==> config.mk <==
export PLATFORM = sky130hd
export DESIGN_NAME = aging_priority_slice_scheduler_flat
export DESIGN_NICKNAME = d
export VERILOG_FILES = /design/src/hw/rtl/asps_pkg.sv /design/src/hw/rtl/asps_if.sv /design/src/hw/rtl/asps_cfg.sv /design/src/hw/rtl/asps_ctrl.sv /design/src/hw/rtl/asps_dp.sv /design/src/hw/rtl/aging_priority_slice_scheduler.sv /design/src/flat_wrapper.sv
export SDC_FILE = /design/constraint.sdc
export NUM_CORES = 1
export LEC_CHECK = 0
export BUFFER_PORTS_ARGS = -buffer_cell sky130_fd_sc_hd__buf_4
export CELL_PAD_IN_SITES_DETAIL_PLACEMENT = 0
export CELL_PAD_IN_SITES_GLOBAL_PLACEMENT = 1
export CORE_MARGIN = 2
export CORE_UTILIZATION = 40
export CTS_BUF_LIST = sky130_fd_sc_hd__clkbuf_16
export DETAILED_ROUTE_END_ITERATION = 7
export GPL_ROUTABILITY_DRIVEN = 0
export PLACE_DENSITY = 0.6
export SLEW_MARGIN = 25
export SYNTH_ARGS = -nofsm -noshare
export SYNTH_HDL_FRONTEND = slang
export SYNTH_SLANG_ARGS = --single-unit
==> constraint.sdc <==
create_clock -name clk -period 8.7 [get_ports clk]
set_clock_uncertainty 0.2 [all_clocks]
set_input_delay 1.305 -clock clk [delete_from_list [all_inputs] [get_ports clk]]
set_output_delay 1.305 -clock clk [all_outputs]
set_load 0.02 [all_outputs]
==> src/hw/rtl/asps_pkg.sv <==
// ----------------------------------------------------------------------------
// asps_pkg
// Shared types and constants of the aging priority slice scheduler.
// ----------------------------------------------------------------------------
package asps_pkg;

	localparam int MAX_TASKS_DEF = 16;

	// field widths of the channels
	localparam int SLOT_W  = 4;
	localparam int TIME_W  = 8;
	localparam int CNT_W   = 8;
	localparam int PRIO_W  = 16;
	localparam int BASE_W  = 8;
	localparam int SLICE_W = 4;
	localparam int STEP_W  = 4;
	localparam int CFG_IDX_W  = 2;
	localparam int CFG_DATA_W = 8;

	// configuration register indexes
	localparam logic [CFG_IDX_W-1:0] REG_PRIORITY_BASE = 2'd0;
	localparam logic [CFG_IDX_W-1:0] REG_TIME_SLICE    = 2'd1;
	localparam logic [CFG_IDX_W-1:0] REG_AGING_STEP    = 2'd2;

	localparam logic [BASE_W-1:0]  PRIORITY_BASE_RST = 8'd50;
	localparam logic [SLICE_W-1:0] TIME_SLICE_RST    = 4'd2;
	localparam logic [STEP_W-1:0]  AGING_STEP_RST    = 4'd3;

	// input item modes
	localparam logic MODE_LOAD     = 1'b0;
	localparam logic MODE_DISPATCH = 1'b1;

	// slot status codes
	localparam logic [1:0] ST_EMPTY = 2'd0;
	localparam logic [1:0] ST_WAIT  = 2'd1;
	localparam logic [1:0] ST_DONE  = 2'd2;

	typedef struct packed {
		logic [BASE_W-1:0]  priority_base;
		logic [SLICE_W-1:0] time_slice;
		logic [STEP_W-1:0]  aging_step;
	} cfg_t;

	// one task table entry
	typedef struct packed {
		logic [TIME_W-1:0] required_time;
		logic [TIME_W-1:0] time_left;
		logic [TIME_W-1:0] time_used;
		logic [CNT_W-1:0]  times_dispatched;
		logic [PRIO_W-1:0] task_priority;
	} task_rec_t;

	typedef struct packed {
		logic load;
		logic scan_start;
		logic scan_step;
		logic finish;
	} ctrl_cmd_t;

	typedef struct packed {
		logic scan_last;
		logic out_free;
	} dp_sts_t;

endpackage

==> src/hw/rtl/asps_if.sv <==
// ----------------------------------------------------------------------------
// asps_if
// Valid/ready channels of the scheduler: task input, result output, config.
// ----------------------------------------------------------------------------
interface asps_in_if;
	logic                        valid;
	logic                        ready;
	logic                        mode;
	logic [asps_pkg::SLOT_W-1:0] slot;
	logic [asps_pkg::TIME_W-1:0] need_time;

	modport source (output valid, mode, slot, need_time, input ready);
	modport sink (input valid, mode, slot, need_time, output ready);
endinterface

interface asps_out_if;
	logic                               valid;
	logic                               ready;
	logic [asps_pkg::SLOT_W-1:0]        chosen_slot;
	logic [asps_pkg::TIME_W-1:0]        granted_time;
	logic [asps_pkg::TIME_W-1:0]        remaining_time;
	logic [asps_pkg::TIME_W-1:0]        cpu_time_used;
	logic [asps_pkg::CNT_W-1:0]         dispatch_count;
	logic signed [asps_pkg::PRIO_W-1:0] new_priority;
	logic                               task_finished;
	logic                               nothing_to_run;

	modport source (output valid, chosen_slot, granted_time, remaining_time, cpu_time_used,
		dispatch_count, new_priority, task_finished, nothing_to_run, input ready);
	modport sink (input valid, chosen_slot, granted_time, remaining_time, cpu_time_used,
		dispatch_count, new_priority, task_finished, nothing_to_run, output ready);
endinterface

interface asps_cfg_if;
	logic                            valid;
	logic                            ready;
	logic [asps_pkg::CFG_IDX_W-1:0]  index;
	logic [asps_pkg::CFG_DATA_W-1:0] data;

	modport source (output valid, index, data, input ready);
	modport sink (input valid, index, data, output ready);
endinterface

==> src/hw/rtl/asps_cfg.sv <==
// ----------------------------------------------------------------------------
// asps_cfg
// Configuration register file: priority base, time slice, aging step.
// ----------------------------------------------------------------------------
module asps_cfg (
	input  logic                            clk,
	input  logic                            arst_n,
	input  logic                            wr_valid,
	input  logic [asps_pkg::CFG_IDX_W-1:0]  wr_index,
	input  logic [asps_pkg::CFG_DATA_W-1:0] wr_data,
	output logic                            wr_ready,
	output asps_pkg::cfg_t                  cfg
);
	import asps_pkg::*;

	cfg_t cfg_q;

	assign wr_ready = 1'b1;
	assign cfg      = cfg_q;

	always_ff @(posedge clk or negedge arst_n) begin
		if (!arst_n) begin
			cfg_q.priority_base <= PRIORITY_BASE_RST;
			cfg_q.time_slice    <= TIME_SLICE_RST;
			cfg_q.aging_step    <= AGING_STEP_RST;
		end else if (wr_valid) begin
			case (wr_index)
				REG_PRIORITY_BASE: cfg_q.priority_base <= wr_data[BASE_W-1:0];
				REG_TIME_SLICE:    cfg_q.time_slice    <= wr_data[SLICE_W-1:0];
				REG_AGING_STEP:    cfg_q.aging_step    <= wr_data[STEP_W-1:0];
				default: ;  // unknown index, write dropped
			endcase
		end
	end

endmodule

==> src/hw/rtl/asps_ctrl.sv <==
// ----------------------------------------------------------------------------
// asps_ctrl
// Sequencer: accepts items, walks the slot scan, commits the chosen slot.
// ----------------------------------------------------------------------------
module asps_ctrl (
	input  logic                clk,
	input  logic                arst_n,
	input  logic                in_valid,
	input  logic                in_mode,
	output logic                in_ready,
	input  asps_pkg::dp_sts_t   sts,
	output asps_pkg::ctrl_cmd_t cmd
);
	import asps_pkg::*;

	localparam logic [1:0] S_IDLE = 2'd0;
	localparam logic [1:0] S_SCAN = 2'd1;
	localparam logic [1:0] S_FIN  = 2'd2;

	logic [1:0] state_q;
	logic [1:0] state_nxt;

	assign in_ready = (state_q == S_IDLE);

	always_comb begin
		cmd            = '0;
		state_nxt      = state_q;
		case (state_q)
			S_IDLE: begin
				if (in_valid) begin
					if (in_mode == MODE_DISPATCH) begin
						cmd.scan_start = 1'b1;
						state_nxt      = S_SCAN;
					end else begin
						cmd.load = 1'b1;
					end
				end
			end
			S_SCAN: begin
				cmd.scan_step = 1'b1;
				if (sts.scan_last)
					state_nxt = S_FIN;
			end
			S_FIN: begin
				// hold until the result register can take the new item
				if (sts.out_free) begin
					cmd.finish = 1'b1;
					state_nxt  = S_IDLE;
				end
			end
			default: state_nxt = S_IDLE;
		endcase
	end

	always_ff @(posedge clk or negedge arst_n) begin
		if (!arst_n) begin
			state_q <= S_IDLE;
		end else begin
			state_q <= state_nxt;
		end
	end

endmodule

==> src/hw/rtl/asps_dp.sv <==
// ----------------------------------------------------------------------------
// asps_dp
// Datapath: slot status flops, task table memory, best-candidate compare,
// slice grant and aging update, result register.
// ----------------------------------------------------------------------------
module asps_dp #(
	parameter int MAX_TASKS = asps_pkg::MAX_TASKS_DEF
) (
	input  logic                               clk,
	input  logic                               arst_n,
	input  asps_pkg::ctrl_cmd_t                cmd,
	output asps_pkg::dp_sts_t                  sts,
	input  asps_pkg::cfg_t                     cfg,
	input  logic [asps_pkg::SLOT_W-1:0]        load_slot,
	input  logic [asps_pkg::TIME_W-1:0]        load_need,
	output logic                               out_valid,
	input  logic                               out_ready,
	output logic [asps_pkg::SLOT_W-1:0]        chosen_slot,
	output logic [asps_pkg::TIME_W-1:0]        granted_time,
	output logic [asps_pkg::TIME_W-1:0]        remaining_time,
	output logic [asps_pkg::TIME_W-1:0]        cpu_time_used,
	output logic [asps_pkg::CNT_W-1:0]         dispatch_count,
	output logic signed [asps_pkg::PRIO_W-1:0] new_priority,
	output logic                               task_finished,
	output logic                               nothing_to_run
);
	import asps_pkg::*;

	localparam int IW = $clog2(MAX_TASKS);
	localparam logic [IW-1:0] LAST_IDX = IW'(MAX_TASKS - 1);

	logic [1:0] stat_q [MAX_TASKS];
	task_rec_t  task_mem_q [MAX_TASKS];
	task_rec_t  rd_data_q;
	logic [IW-1:0] rd_idx_q;

	logic          best_found_q;
	logic [IW-1:0] best_idx_q;
	task_rec_t     best_q;

	logic          out_valid_q;
	logic [SLOT_W-1:0] chosen_slot_q;
	logic [TIME_W-1:0] granted_q;
	logic [TIME_W-1:0] remaining_q;
	logic [TIME_W-1:0] used_q;
	logic [CNT_W-1:0]  count_q;
	logic [PRIO_W-1:0] prio_q;
	logic              finished_q;
	logic              idle_run_q;

	logic          load_ok;
	logic [IW-1:0] load_addr;
	task_rec_t     load_rec;
	logic          rd_en;
	logic [IW-1:0] rd_addr;
	logic          take;
	logic [TIME_W-1:0] slice;
	logic          partial;
	logic [PRIO_W:0]   aged;
	task_rec_t     upd_rec;
	logic [TIME_W-1:0] granted;

	// ---- load path ----
	assign load_ok   = (32'(load_slot) < MAX_TASKS);
	assign load_addr = IW'(load_slot);

	always_comb begin
		load_rec.required_time    = load_need;
		load_rec.time_left        = load_need;
		load_rec.time_used        = '0;
		load_rec.times_dispatched = '0;
		// base and need are both 8 bit, so the difference never saturates
		load_rec.task_priority    = {{(PRIO_W-BASE_W){1'b0}}, cfg.priority_base}
			- {{(PRIO_W-TIME_W){1'b0}}, load_need};
	end

	// ---- scan: one entry per cycle, read data lines up with rd_idx_q ----
	assign sts.scan_last = (rd_idx_q == LAST_IDX);
	assign rd_en         = cmd.scan_start | (cmd.scan_step & ~sts.scan_last);
	assign rd_addr       = cmd.scan_start ? '0 : rd_idx_q + 1'b1;

	assign take = (stat_q[rd_idx_q] == ST_WAIT) && (!best_found_q
		|| ($signed(rd_data_q.task_priority) > $signed(best_q.task_priority))
		|| ((rd_data_q.task_priority == best_q.task_priority)
			&& (rd_data_q.time_left < best_q.time_left)));

	// ---- update of the chosen entry ----
	assign slice   = (cfg.time_slice == '0) ? TIME_W'(1) : TIME_W'(cfg.time_slice);
	assign partial = (best_q.time_left > slice);
	assign aged    = {best_q.task_priority[PRIO_W-1], best_q.task_priority}
		- {{(PRIO_W+1-STEP_W){1'b0}}, cfg.aging_step};

	always_comb begin
		upd_rec = best_q;
		if (partial) begin
			granted           = slice;
			upd_rec.time_left = best_q.time_left - slice;
			upd_rec.time_used = best_q.time_used + slice;
			if (aged[PRIO_W] != aged[PRIO_W-1])
				upd_rec.task_priority = {1'b1, {(PRIO_W-1){1'b0}}};
			else
				upd_rec.task_priority = aged[PRIO_W-1:0];
		end else begin
			granted           = best_q.time_left;
			upd_rec.time_left = '0;
			upd_rec.time_used = best_q.required_time;
		end
		if (best_q.times_dispatched != {CNT_W{1'b1}})
			upd_rec.times_dispatched = best_q.times_dispatched + 1'b1;
	end

	// ---- task table memory: one write port, one registered read port ----
	always_ff @(posedge clk) begin
		if (cmd.load && load_ok)
			task_mem_q[load_addr] <= load_rec;
		else if (cmd.finish && best_found_q)
			task_mem_q[best_idx_q] <= upd_rec;
		if (rd_en)
			rd_data_q <= task_mem_q[rd_addr];
	end

	always_ff @(posedge clk or negedge arst_n) begin
		if (!arst_n) begin
			for (int i = 0; i < MAX_TASKS; i++)
				stat_q[i] <= ST_EMPTY;
			rd_idx_q     <= '0;
			best_found_q <= 1'b0;
			best_idx_q   <= '0;
			out_valid_q  <= 1'b0;
		end else begin
			if (cmd.load && load_ok)
				stat_q[load_addr] <= ST_WAIT;
			else if (cmd.finish && best_found_q && !partial)
				stat_q[best_idx_q] <= ST_DONE;

			if (cmd.scan_start) begin
				rd_idx_q     <= '0;
				best_found_q <= 1'b0;
			end else if (cmd.scan_step) begin
				if (!sts.scan_last)
					rd_idx_q <= rd_idx_q + 1'b1;
				if (take) begin
					best_found_q <= 1'b1;
					best_idx_q   <= rd_idx_q;
				end
			end

			if (cmd.finish)
				out_valid_q <= 1'b1;
			else if (out_ready)
				out_valid_q <= 1'b0;
		end
	end

	// best record and result payload
	always_ff @(posedge clk) begin
		if (cmd.scan_step && take)
			best_q <= rd_data_q;
		if (cmd.finish) begin
			if (best_found_q) begin
				chosen_slot_q <= SLOT_W'(best_idx_q);
				granted_q     <= granted;
				remaining_q   <= upd_rec.time_left;
				used_q        <= upd_rec.time_used;
				count_q       <= upd_rec.times_dispatched;
				prio_q        <= upd_rec.task_priority;
				finished_q    <= ~partial;
				idle_run_q    <= 1'b0;
			end else begin
				chosen_slot_q <= '0;
				granted_q     <= '0;
				remaining_q   <= '0;
				used_q        <= '0;
				count_q       <= '0;
				prio_q        <= '0;
				finished_q    <= 1'b0;
				idle_run_q    <= 1'b1;
			end
		end
	end

	assign sts.out_free   = ~out_valid_q | out_ready;
	assign out_valid      = out_valid_q;
	assign chosen_slot    = chosen_slot_q;
	assign granted_time   = granted_q;
	assign remaining_time = remaining_q;
	assign cpu_time_used  = used_q;
	assign dispatch_count = count_q;
	assign new_priority   = $signed(prio_q);
	assign task_finished  = finished_q;
	assign nothing_to_run = idle_run_q;

endmodule

==> src/hw/rtl/aging_priority_slice_scheduler.sv <==
// ----------------------------------------------------------------------------
// aging_priority_slice_scheduler
// Priority scheduler with aging over a table of task slots.
//
//   channel   dir   handshake          payload
//   task_in   in    valid / ready      mode, slot, need_time
//   result    out   valid / ready      chosen_slot .. nothing_to_run
//   cfg       in    valid / ready      index, data
//
// A load item is written into the task table as it is accepted. For a dispatch
// item the slot scan reads one task table entry per cycle through the single
// registered read port, then a commit step writes the update and the result.
// Reset clears the slot status (all empty) and restores the config values.
// The result register lets the next item in while a result waits; a dispatch
// whose result is ready stalls in its commit step until the register frees.
// ----------------------------------------------------------------------------
module aging_priority_slice_scheduler #(
	parameter int MAX_TASKS = asps_pkg::MAX_TASKS_DEF
) (
	input  logic       clk,
	input  logic       arst_n,
	asps_in_if.sink    task_in,
	asps_out_if.source result,
	asps_cfg_if.sink   cfg
);
	import asps_pkg::*;

	cfg_t      cfg_val;
	ctrl_cmd_t cmd;
	dp_sts_t   sts;

	asps_cfg u_cfg (
		.clk      (clk),
		.arst_n   (arst_n),
		.wr_valid (cfg.valid),
		.wr_index (cfg.index),
		.wr_data  (cfg.data),
		.wr_ready (cfg.ready),
		.cfg      (cfg_val)
	);

	asps_ctrl u_ctrl (
		.clk      (clk),
		.arst_n   (arst_n),
		.in_valid (task_in.valid),
		.in_mode  (task_in.mode),
		.in_ready (task_in.ready),
		.sts      (sts),
		.cmd      (cmd)
	);

	asps_dp #(
		.MAX_TASKS (MAX_TASKS)
	) u_dp (
		.clk            (clk),
		.arst_n         (arst_n),
		.cmd            (cmd),
		.sts            (sts),
		.cfg            (cfg_val),
		.load_slot      (task_in.slot),
		.load_need      (task_in.need_time),
		.out_valid      (result.valid),
		.out_ready      (result.ready),
		.chosen_slot    (result.chosen_slot),
		.granted_time   (result.granted_time),
		.remaining_time (result.remaining_time),
		.cpu_time_used  (result.cpu_time_used),
		.dispatch_count (result.dispatch_count),
		.new_priority   (result.new_priority),
		.task_finished  (result.task_finished),
		.nothing_to_run (result.nothing_to_run)
	);

endmodule

==> src/flat_wrapper.sv <==
// flat-port wrapper written by rule: the top's interface ports become plain ports
module aging_priority_slice_scheduler_flat import asps_pkg::*;
#(
	parameter int MAX_TASKS = asps_pkg::MAX_TASKS_DEF
)
  (clk, arst_n, task_in_valid, task_in_mode, task_in_slot, task_in_need_time, task_in_ready, result_valid, result_chosen_slot, result_granted_time, result_remaining_time, result_cpu_time_used, result_dispatch_count, result_new_priority, result_task_finished, result_nothing_to_run, result_ready, cfg_valid, cfg_index, cfg_data, cfg_ready);
  asps_in_if task_in_i ();
  asps_out_if result_i ();
  asps_cfg_if cfg_i ();
  input  logic clk;
  input  logic arst_n;
  input wire logic [$bits(task_in_i.valid)-1:0] task_in_valid;
  input wire logic [$bits(task_in_i.mode)-1:0] task_in_mode;
  input wire logic [$bits(task_in_i.slot)-1:0] task_in_slot;
  input wire logic [$bits(task_in_i.need_time)-1:0] task_in_need_time;
  output wire logic [$bits(task_in_i.ready)-1:0] task_in_ready;
  output wire logic [$bits(result_i.valid)-1:0] result_valid;
  output wire logic [$bits(result_i.chosen_slot)-1:0] result_chosen_slot;
  output wire logic [$bits(result_i.granted_time)-1:0] result_granted_time;
  output wire logic [$bits(result_i.remaining_time)-1:0] result_remaining_time;
  output wire logic [$bits(result_i.cpu_time_used)-1:0] result_cpu_time_used;
  output wire logic [$bits(result_i.dispatch_count)-1:0] result_dispatch_count;
  output wire logic [$bits(result_i.new_priority)-1:0] result_new_priority;
  output wire logic [$bits(result_i.task_finished)-1:0] result_task_finished;
  output wire logic [$bits(result_i.nothing_to_run)-1:0] result_nothing_to_run;
  input wire logic [$bits(result_i.ready)-1:0] result_ready;
  input wire logic [$bits(cfg_i.valid)-1:0] cfg_valid;
  input wire logic [$bits(cfg_i.index)-1:0] cfg_index;
  input wire logic [$bits(cfg_i.data)-1:0] cfg_data;
  output wire logic [$bits(cfg_i.ready)-1:0] cfg_ready;
  assign task_in_i.valid = task_in_valid;
  assign task_in_i.mode = task_in_mode;
  assign task_in_i.slot = task_in_slot;
  assign task_in_i.need_time = task_in_need_time;
  assign task_in_ready = task_in_i.ready;
  assign result_valid = result_i.valid;
  assign result_chosen_slot = result_i.chosen_slot;
  assign result_granted_time = result_i.granted_time;
  assign result_remaining_time = result_i.remaining_time;
  assign result_cpu_time_used = result_i.cpu_time_used;
  assign result_dispatch_count = result_i.dispatch_count;
  assign result_new_priority = result_i.new_priority;
  assign result_task_finished = result_i.task_finished;
  assign result_nothing_to_run = result_i.nothing_to_run;
  assign result_i.ready = result_ready;
  assign cfg_i.valid = cfg_valid;
  assign cfg_i.index = cfg_index;
  assign cfg_i.data = cfg_data;
  assign cfg_ready = cfg_i.ready;
  aging_priority_slice_scheduler #(.MAX_TASKS(MAX_TASKS)) u_core (.clk(clk), .arst_n(arst_n), .task_in(task_in_i), .result(result_i), .cfg(cfg_i));
endmodule
Word level (Yosys, flattened, before mapping). Memories as Yosys holds them, arrays and structs flattened. A register that Yosys moved wholly into a read port is not among the register bits. Index checks and enable logic that the tools add are counted.

Eq/ne operators: 14. Reduce and logical (&&, ||, !) cells: 26. Multiplexer cells: 45. Add/sub/neg operators: 6. Bitwise logic cells: 16. Magnitude comparators: 8.

Operators by type and width (number): $mux W32 (2); $mux W16 (3); $mux W48 (1); $reduce_or A48 Y1 (1); $and A16 B16 Y16 (2); $not A16 Y16 (2); $or A16 B16 Y16 (2); $mux W4 (6); $mux W2 (10); $mux W1 (17); $sub A16 B5 Y17 (1); $demux W2 S4 (2); $eq A16 B16 Y1 (1); $gt A16 B16 Y1 (1); $mux W8 (2); $ge A5 B5 Y1 const B (3); $not A4 Y5 (3); $lt A5 B1 Y1 const B (2); $reduce_and A2 Y1 (5); $sub A8 B8 Y9 (1); $add A8 B1 Y8 const B (1); $add A8 B4 Y8 (1); $bmux W2 S4 (1); $gt A8 B4 Y1 (1); 22 further kinds (44).

Bits of input ports: 28. Memories: 1. Output and inout bits: 57. Word-level logic and storage cells: 153. Memory bits (writable): 768. Register bits after elaboration: 162.

Memory list: u_core.u_dp.task_mem_q (words 16, bits a word 48, rd ports 1, clocked after memory_dff 1, wr ports 1, RTL line asps_dp.sv:33) `task_rec_t task_mem_q [MAX_TASKS];`.

Longest topological paths before layout.
Depth after elaboration: 10. Depth in mapped cells: 13. Gate-level depth less buffers: 13.

Hierarchy. Synthesis repeated with hierarchy kept, for this count alone.

Cells, all modules: 2597. Area total of the unflattened synthesis: 40187.3 um^2.

Modules (own cells, without submodules): asps_dp (sequential area each 28617.4 um^2, area an instance 39436.6 um^2, instances 1, cells each 2548); asps_cfg (sequential area each 407.9 um^2, area an instance 633.1 um^2, instances 1, cells each 37); asps_ctrl (sequential area each 50.0 um^2, area an instance 117.6 um^2, instances 1, cells each 12).

Worst setup path after synthesis. OpenSTA, ideal clock, no wires.

Path type: input to register. Start: in result_ready. End: mem u_core.u_dp.task_mem_q[6][0] in the netlist's numbering, enable pin. Stages on the path: 7. Library setup time: 454 ps. Required time: 8046 ps. Path slack: 1158 ps. Arrival: 6889 ps. Buffers on the path: 2. Cell sequence: nand2b_1 > nor2b_1 > nand2_1 > clkbuf_1 > clkbuf_1 > o22a_1 > nor2_1.

RTL lines: from (decl) (RTL line flat_wrapper.sv:26) `input wire logic [$bits(result_i.ready)-1:0] result_ready;`; to (decl) (RTL line asps_dp.sv:33).

==> metrics <==
outcome=finished clean; post-layout worst setup margin=4.10 ns; Synth Cell Area=0.0410 mm^2; Crit. End Element=register; TritonCTS clock tree=done; setup violators final=0; number of max-cap violations=0; CP delay by family, top=simple AND/OR/NAND/NOR gates; Logic pwr share=35.2%; critical path peak fanout=31; CP most frequent cell=buf_4; Sink Count=roughly 980; Total GRT Usage=21.6%; area growth from synthesis to layout=14.5%; Net Sw Frac=36.5%; CP startpoint kind=input port; post-CTS setup repair buffer count=0; critical path, cell by cell=buf_4 > nand2b_1 > nor2b_4 > buf_4 > nand2_2 > buf_4 > nor3_1 > a21oi_1 > nor2_4 > buf_4; DRT iter0 DRCs=~2.4k; core area=0.102 mm^2; routed vias=24.2k; depth of the CTS H-tree=3; clk slew on worst S/H paths=roughly 0.06 ns; DR vias/cell=5.65; clk_lat worst skew=0.67 ns; clock share of power=26.8%; EDFF count, synth=918; Buf/Inv on CP=4; first-pass GRT wire length=about 160,000 um; share of synthesized registers carrying an async set or reset=6.13%; CTS Hold Bufs=0; Place WS=3.41 ns; Routed Antenna Nets=0; synthesized area per cell=between 10 and 15 um^2; DRC=0; YS warnings=0; Hold Slack=0.215 ns; setup TNS=0 ns; max-slew violations=0; Int Pwr=0.0106 W; class of the most critical setup path=in2reg; GRT overflow=0; sequential area share after synthesis=70.9%; die width=approximately 320 um; Final HPWL DP=62,800 um; Max clock buf depth=3; wire per inst=26.5 um; pwr dens=354 mW/mm^2; die height=between 300 and 400 um; VDD IR max=0.448 mV; Critical-path top delay cell=nor2_4; Rows=about 120; RSZ-0062 raised after global routing=no; IO Pins=85; Synth cell types=68; Seq cells post-synth=between 900 and 1k; Final nets=2,906; CP peak stage delay=between 0.6 and 0.7 ns; relative slew slack=between 20% and 30%; Final period util=approximately 53%; diode count=0; fin crit period=4.60 ns; fmax=217 MHz; Crit path arrival time=4.70 ns; Yosys top cell area share=67.3%; most common flop cell mapped by yosys=edfxtp_1; CTS-repair resized insts=0; number of global-route vias before repair=23.9k; Port Buffer Count=83; Worst Max-Slew Pin Slew=1.07 ns; Final Util=46.1%; largest net degree at the start of global routing=105; DR pass1 iterations=7; Net Sw Power=0.00606 W; initial antenna violation count=2; clock root cell=clkbuf_16; Initial Utilization=approximately two fifths; worst min path class=reg2reg; area leader, netlist=edfxtp_1; Sequential Power Share=38.0%; cell leakage power=15.5 nW; Routed WL=113,000 um; layout cell share with drive strength beyond 1=about a fifth; total CTS buffers=103; largest cells by area after synthesis=edfxtp_1 67%, mux2_2 4.5%, a21oi_1 3.4%; final count of hold timing violations=0; die area=0.105 mm^2; critical path required time=between 8 and 9 ns; Cells after Synth=about 2.7k
## per-layer routing
metal  GRT usage [%]  up-vias  wire (um)
met4            6.60        2       3120
li1                -    10700          -
met2            33.6      868      51700
met1            31.3    12400      50900
met3            3.19      194       7580
met5               0        -          7
## layout make-up
type / count / area (um^2)
timing repair buffer: 147 / 1220
sequential: 978 / 29100
tap: 1368 / 1710
clock buffer: 105 / 2630
inverter: 57 / 214
clock inverter: 87 / 810
fill: 8856 / 54800
multi-input combinational: 1541 / 11300
## power groups by stage
| stage | logic, W | clock network (W) | registers [W] |
|---|---|---|---|
| after CTS | 0.00587 | 0.00455 | 0.00631 |
| final | 0.00586 | 0.00446 | 0.00631 |
| after detailed placement | 0.00584 | 0 | 0.00641 |
| after floorplan | 0.00394 | 0 | 0.00617 |
| after global placement | 0.00579 | 0 | 0.00639 |
| after global routing | 0.00639 | 0.00473 | 0.00635 |
## flip-flops by register name (all words and copies together) (netlist names), 8 cells and up
signal                      flops
u_core.u_dp.task_mem_q        768
u_core.u_dp.granted_time        8
u_core.u_dp.cpu_time_used       8
u_core.u_cfg.cfg               16
u_core.u_dp.new_priority       16
u_core.u_dp.stat_q             32
u_core.u_dp.rd_data_q          48
u_core.u_dp.best_q             48
u_core.u_dp.dispatch_count      8
u_core.u_dp.remaining_time      8
## worst paths after layout
path                                      startpoint                            end  slack, ns  depth (start not counted)
min in group asynchronous                     arst_n            u_core.u_cfg.cfg[3]       0.51                          1
hold / removal             u_core.u_dp.rd_data_q[21]         u_core.u_dp.best_q[21]       0.21                          0
setup / recovery                        result_ready  u_core.u_dp.task_mem_q[8][33]       4.10                         10
hold reg to reg            u_core.u_dp.rd_data_q[21]         u_core.u_dp.best_q[21]       0.21                          0
setup reg to reg                 u_core.u_cfg.cfg[1]   u_core.u_dp.task_mem_q[0][3]       4.30                         14
max in group asynchronous                     arst_n        u_core.u_dp.rd_idx_q[0]       7.17                          1
## Yosys cell counts, drive strengths merged, types with 49 or more instances
master	instances
buf	65
dfrtp	54
mux2	164
edfxtp	918
o211ai	49
and2	62
o21ai	258
nor2	150
nand2	104
clkbuf	101
inv	56
mux2i	105
nand3b	59
a21oi	279
## kinds of logic (layout without fill, tap and decap cells)
kind of cell             Yosys count  in the layout  share of synthesized area, %
flip-flops                       978            978                          70.9
AO/OA/AOI/OAI                    674            674                          9.22
AND/OR/NAND/NOR                  474            474                          5.81
multiplexers                     317            317                          9.71
buffers and inverters            223            396                          2.22
adder cells (fa/ha/maj)           50             50                          1.60
XOR/XNOR                          21             21                         0.467
other                              2              5                        0.0183
## metrics by stage
stage | instance area (um^2) | total power (W) | cells
final | 46900 | 0.0166 | 4283
after global routing | 46900 | 0.0175 | 4283
after CTS | 46900 | 0.0167 | 4282
after detailed placement | 43400 | 0.0122 | 4090
after global placement | 43300 | 0.0122 | 4086
after floorplan | 41000 | 0.0101 | 2742
## cell usage in the layout (no fill, tap or decap), drive strengths merged, types with 62 or more instances in the layout
cell / count
a21oi: 279
and2: 62
buf: 147
clkbuf: 105
edfxtp: 918
inv: 77
mux2: 164
mux2i: 105
nand2: 104
nor2: 150
o21ai: 258
(Power assumes the default switching activity.)
